--- config.mk ---
export PLATFORM = sky130hd
export DESIGN_NAME = lobm_cell
export DESIGN_NICKNAME = d
export VERILOG_FILES = /design/src/sv/lobm_pkg.sv /design/src/sv/lobm_cell.sv
export SDC_FILE = /design/constraint.sdc
export NUM_CORES = 2
export LEC_CHECK = 0
export BUFFER_PORTS_ARGS = -buffer_cell sky130_fd_sc_hd__buf_2
export CELL_PAD_IN_SITES_DETAIL_PLACEMENT = 0
export CELL_PAD_IN_SITES_GLOBAL_PLACEMENT = 1
export CORE_MARGIN = 4
export CORE_UTILIZATION = 46
export DETAILED_ROUTE_END_ITERATION = 8
export PLACE_DENSITY_LB_ADDON = 0.1
export SLEW_MARGIN = 30
export SYNTH_ARGS = -nofsm -noshare
export SYNTH_HDL_FRONTEND = slang
export SYNTH_SLANG_ARGS = --single-unit
--- constraint.sdc ---
create_clock -name clk -period 6 [get_ports clk]
set_clock_uncertainty 0.2 [all_clocks]
set_input_delay 0.6 -clock clk [delete_from_list [all_inputs] [get_ports clk]]
set_output_delay 0.6 -clock clk [all_outputs]
set_load 0.01 [all_outputs]
--- src/sv/lobm_pkg.sv ---
// lobm_pkg: shared types and constants of the limit order book matcher
// used by lobm_cell and limit_order_book_matcher; no dependencies
package lobm_pkg;

    localparam int PRODUCTS_DEF   = 8;
    localparam int BOOK_DEPTH_DEF = 32;

    // slot index width sized for the largest supported book depth (1024)
    localparam int IDX_W = 10;

    localparam int PRICE_W = 16;
    localparam int QTY_W   = 20;
    localparam int ID_W    = 16;
    localparam int ARR_W   = 32;

    localparam logic [1:0] ST_FILL   = 2'd0;
    localparam logic [1:0] ST_RESTED = 2'd1;
    localparam logic [1:0] ST_REJECT = 2'd2;

    // best-so-far token passed from cell to cell
    typedef struct packed {
        logic               found;
        logic [IDX_W-1:0]   idx;
        logic [PRICE_W-1:0] price;
        logic [ARR_W-1:0]   age;
        logic [QTY_W-1:0]   qty;
        logic [ID_W-1:0]    id;
        logic               free_found;
        logic [IDX_W-1:0]   free_idx;
    } link_t;

    // command broadcast from the sequencer to every cell
    typedef struct packed {
        logic               ld;
        logic               opp_ask;
        logic [ARR_W-1:0]   now;
        logic               fill_we;
        logic               fill_clear;
        logic [IDX_W-1:0]   fill_idx;
        logic [QTY_W-1:0]   fill_qty;
        logic               rest_we;
        logic [IDX_W-1:0]   rest_idx;
        logic [PRICE_W-1:0] rest_price;
        logic [QTY_W-1:0]   rest_qty;
        logic [ID_W-1:0]    rest_id;
    } cmd_t;

endpackage

--- src/sv/lobm_cell.sv ---
// lobm_cell: one book slot for every product and side, plus one stage of the
// best-entry and free-slot search chain; depends on lobm_pkg
module lobm_cell #(
    parameter int PRODUCTS = lobm_pkg::PRODUCTS_DEF,
    parameter int SLOT     = 0
) (
    input  logic                              clk,
    input  logic                              rst_n,
    input  lobm_pkg::cmd_t                    cmd,
    input  logic [((PRODUCTS > 1) ? $clog2(PRODUCTS) : 1):0] addr_opp,
    input  logic [((PRODUCTS > 1) ? $clog2(PRODUCTS) : 1):0] addr_own,
    input  lobm_pkg::link_t                   link_in,
    output lobm_pkg::link_t                   link_out
);
    localparam int PW    = (PRODUCTS > 1) ? $clog2(PRODUCTS) : 1;
    localparam int ADDRS = 2 ** (PW + 1);

    logic [lobm_pkg::PRICE_W-1:0] price_mem [ADDRS];
    logic [lobm_pkg::QTY_W-1:0]   qty_mem   [ADDRS];
    logic [lobm_pkg::ID_W-1:0]    id_mem    [ADDRS];
    logic [lobm_pkg::ARR_W-1:0]   arr_mem   [ADDRS];

    logic [ADDRS-1:0] valid_reg;

    logic [lobm_pkg::PRICE_W-1:0] cur_price_reg;
    logic [lobm_pkg::QTY_W-1:0]   cur_qty_reg;
    logic [lobm_pkg::ID_W-1:0]    cur_id_reg;
    logic [lobm_pkg::ARR_W-1:0]   cur_arr_reg;

    lobm_pkg::link_t link_reg;
    lobm_pkg::link_t link_next;

    logic                       fill_hit;
    logic                       rest_hit;
    logic                       v_opp;
    logic [lobm_pkg::ARR_W-1:0] age;
    logic                       better;

    assign fill_hit = cmd.fill_we && (cmd.fill_idx == lobm_pkg::IDX_W'(SLOT));
    assign rest_hit = cmd.rest_we && (cmd.rest_idx == lobm_pkg::IDX_W'(SLOT));

    always_ff @(posedge clk)
    begin
        if (cmd.ld)
        begin
            cur_price_reg <= price_mem[addr_opp];
            cur_qty_reg   <= qty_mem[addr_opp];
            cur_id_reg    <= id_mem[addr_opp];
            cur_arr_reg   <= arr_mem[addr_opp];
        end
        if (fill_hit)
        begin
            qty_mem[addr_opp] <= cmd.fill_qty;
            cur_qty_reg       <= cmd.fill_qty;
        end
        if (rest_hit)
        begin
            price_mem[addr_own] <= cmd.rest_price;
            qty_mem[addr_own]   <= cmd.rest_qty;
            id_mem[addr_own]    <= cmd.rest_id;
            arr_mem[addr_own]   <= cmd.now;
        end
    end

    always_comb
    begin
        v_opp = valid_reg[addr_opp];
        age   = cmd.now - cur_arr_reg;
        if (!link_in.found)
            better = 1'b1;
        else if (cur_price_reg != link_in.price)
            better = cmd.opp_ask ? (cur_price_reg < link_in.price)
                                 : (cur_price_reg > link_in.price);
        else
            better = age > link_in.age;

        link_next = link_in;
        if (v_opp && better)
        begin
            link_next.found = 1'b1;
            link_next.idx   = lobm_pkg::IDX_W'(SLOT);
            link_next.price = cur_price_reg;
            link_next.age   = age;
            link_next.qty   = cur_qty_reg;
            link_next.id    = cur_id_reg;
        end
        // lowest free slot of the order's own book
        if (!link_in.free_found && !valid_reg[addr_own])
        begin
            link_next.free_found = 1'b1;
            link_next.free_idx   = lobm_pkg::IDX_W'(SLOT);
        end
    end

    always_ff @(posedge clk or negedge rst_n)
    begin
        if (!rst_n)
        begin
            valid_reg <= '0;
            link_reg  <= '0;
        end
        else
        begin
            link_reg <= link_next;
            if (fill_hit && cmd.fill_clear)
                valid_reg[addr_opp] <= 1'b0;
            if (rest_hit)
                valid_reg[addr_own] <= 1'b1;
        end
    end

    assign link_out = link_reg;

    a_no_double_write: assert property (@(posedge clk) disable iff (!rst_n)
        !(fill_hit && rest_hit))
        else $error("fill and rest hit the same cell at once");
    a_rest_only_free: assert property (@(posedge clk) disable iff (!rst_n)
        rest_hit |-> !valid_reg[addr_own])
        else $error("resting into an occupied slot");
    a_fill_only_valid: assert property (@(posedge clk) disable iff (!rst_n)
        fill_hit |-> valid_reg[addr_opp])
        else $error("fill against an empty slot");

endmodule
==> flow_metrics.py <==
metrics = {
    "run_status": {
        "status": "complete, no violations",
    },
    "routing": {
        "first_pass_iters": 6,
        "totalWireLength_um": 175000,
        "drc": 0,
        "drt-initial-drc-count": 3455,
        "num_vias": 34492,
        "routedWlPerCell_um": 30.0,
        "viasPerCell": 5.90,
        "drtAntennaViolNets": 0,
    },
    "logic_synthesis": {
        "yosysMostFrequentCell": "edfxtp_1",
        "synth_top_area_share_pct": 66.2,
        "synthFlopType": "edfxtp_1",
        "synth_common_cells": "edfxtp_1 (1428), mux4_2 (430), mux2_2 (357)",
        "synthTopCellsByArea": "edfxtp_1 (66%), mux4_2 (15%), mux2_2 (6.2%)",
        "ys_async_sr_fraction_pct": 7.87,
        "syn_nets": 3578,
        "netlist_area_um2": 64800,
        "syn_area_per_cell_um2": 19.9,
        "synth_seq_cells": 1550,
        "ys_seq_area_share_pct": 70.9,
        "synthDistinctLibCells": 65,
        "yosys.area.top_type": "edfxtp_1",
        "synth_edf_count": 1428,
        "yosys_warnings": 0,
        "postSynthCellCount": 3253,
    },
    "power_and_ir_drop": {
        "power_density_nw_per_um2": 308,
        "p_sw_mw": 5.18,
        "power_frac_seq_pct": 50.6,
        "peakVddDrop_v": 0.000235,
        "power_frac_comb_pct": 7.0,
        "switching_share_pct": 21.9,
        "power_mw": 23.6,
        "power_frac_clock_pct": 42.5,
        "power.internal_mw": 18.4,
        "leakagePower_nw": 26.1,
    },
    "sta": {
        "maxClockFrequency_mhz": 175,
        "worstMarginPinSlew_ps": 1000,
        "whs_ps": 78.7,
        "slew_headroom_pct": 32.8,
        "period_needed_ps": 5720,
        "final_max_slew_viol_count": 0,
        "finalSetupViolCount": 0,
        "finalHoldViolCount": 0,
        "finalCritPeriodShare_pct": 95.3,
        "postLayoutSetupSlackWorst_ps": 283,
        "rsz0062_at_grt": "false",
    },
    "global_route": {
        "first_global_vias": 36222,
        "grt_usage_pct": 23.9,
        "grt_antenna_before_repair": 24,
        "grt_max_degree": 118,
        "grt_pass1_wl_um": 252000,
        "globalRoute.totalOverflow": 0,
    },
    "critical_path": {
        "crit_path_end_kind": "flip-flop",
        "worstPathRequired_ps": 6460,
        "crit_type": "in -> reg",
        "worst-path-buf-inv": 6,
        "cp_slowest_stage_delay_ps": 560,
        "arrival_ps": 6180,
        "slowest_stage": "dlygate4sd3_1",
        "crit_fanout": 33,
        "crit_family": "compound AO/OA/AOI/OAI gates",
        "start_kind": "input pin",
    },
    "clock_tree": {
        "clk_pin_slew_ps": 60,
        "cts_tree": "built",
        "cts_root_buf": "clkbuf_16",
        "cts_buffers": 165,
        "htreeDepth": 4,
        "clk_latency_ps": 790,
        "clkSinkCount": 1550,
        "clk_path_buf_depth": 3,
    },
    "layout": {
        "largest_reg_flops": 512,
        "largest_register": "arr_mem",
        "post-route-util_pct": 54.8,
        "fin_area_um2": 76600,
        "drive_gt1_share_pct": 38.9,
        "fin_nets": 4147,
        "reg_top3": "arr_mem (512), qty_mem (320)",
        "area_delta_synth_final_pct": 18.2,
    },
    "placed_design": {
        "portBuffers": 350,
        "place_area_um2": 69400,
        "gp_congestion": 0.876,
        "pre_cts_ws_ps": -148,
        "dp_hpwl_um": 98300,
    },
    "floorplan": {
        "die_h_um": 383,
        "die_x_um": 383,
        "die_area_um2": 147000,
        "start_util_pct": 46.4,
        "ios": 351,
        "rows": 137,
        "coreArea_um2": 140000,
    },
    "min_path": {
        "hold_class": "in -> reg",
    },
    "job": {
        "timing.max_cap.violations": 0,
    },
}
## cell families after synthesis
group	count (synthesis)	share of synthesized area (%)
AND/OR/NAND/NOR	304	2.16
XOR/XNOR	26	0.351
adder cells (fa/ha/maj)	80	1.56
multiplexers	795	21.3
flip-flops	1550	70.9
buffers and inverters	292	1.80
AO/OA/AOI/OAI	206	1.96
## path summary, 6_finish.rpt
path | cells after the start | to | slack [ps] | from
min reg2reg | 1 | link_out[46] | 280 | cur_qty_reg[19]
max in group asynchronous | 3 | valid_reg[7] | 3950 | rst_n
min in group asynchronous | 2 | link_out[3] | 250 | rst_n
min | 2 | arr_mem[12][8] | 80 | cmd[103]
max | 25 | link_out[36] | 280 | cmd[95]
max reg2reg | 22 | link_out[36] | 520 | cur_arr_reg[0]
## worst reg2reg max path, cell delays in order, from the launching register on
cell	delay, ps
edfxtp_1	340
ha_1	190
inv_1	60
fa_1	430
a211oi_2	340
o21ai_4	110
nand3_1	190
a211oi_2	140
o2111ai_2	250
nand2_1	130
a31oi_1	240
or3_1	170
nand2_1	60
ha_1	290
nand4_1	130
nor3_2	240
buf_4	150
nand3_1	90
o41ai_1	410
a31oi_1	200
o21ai_4	350
buf_12	230
mux2_2	410
## power by group through the flow
stage                     registers (mW)  clock network [mW]  logic (mW)
after global placement              12.2                   0        1.51
after detailed placement            12.2                   0        1.55
final                               11.9                10.0        1.64
after floorplan                     12.2                   0       0.936
after CTS                           11.9                10.2        1.65
after global routing                11.9                10.7        1.79
## cell type report
type / count / area (µm²)
Antenna cell: 9 / 22.5
Clock buffer: 207 / 4470
Clock inverter: 98 / 893
Fill cell: 10619 / 63100
Inverter: 88 / 330
Multi-Input combinational cell: 1411 / 18100
Sequential cell: 1550 / 45900
Tap cell: 1876 / 2350
Timing Repair Buffer: 606 / 4500
## layer usage
layer | GRT usage [%] | wire length (µm) | up-vias
met1 | 32.3 | 71300 | 18444
li1 | - | - | 14432
met5 | 0 | 95 | -
met3 | 5.17 | 12800 | 278
met2 | 39.7 | 87200 | 1322
met4 | 6.20 | 3890 | 16
## metrics by stage
stage | std cells | setup TNS, ps
2_1_floorplan | 3253 | 0
3_3_place_gp | 5353 | 0
3_5_place_dp | 5358 | -6010
4_1_cts | 5834 | 0
5_1_grt | 5841 | 0
6_report | 5845 | 0
## what timing repair did
action | CTS | global route
hold buffers | 171 | 0
resized for setup | 0 | 4
buffers inserted | 0 | 0
endpoints found under the hold margin | 1189 | 0
endpoints found under the setup margin | 0 | 80
## placed cells by master (no fill, tap or decap), types with 79 or more instances in the layout
| cell | Yosys | final |
|---|---|---|
| buf_2 | 48 | 344 |
| clkbuf_16 | 0 | 168 |
| dfrtp_1 | 122 | 122 |
| dlygate4sd3_1 | 0 | 171 |
| edfxtp_1 | 1428 | 1428 |
| ha_1 | 79 | 79 |
| inv_1 | 88 | 88 |
| mux2_2 | 357 | 357 |
| mux4_2 | 430 | 430 |
| nand2_1 | 148 | 136 |
Power figures use the tool's default switching activity.
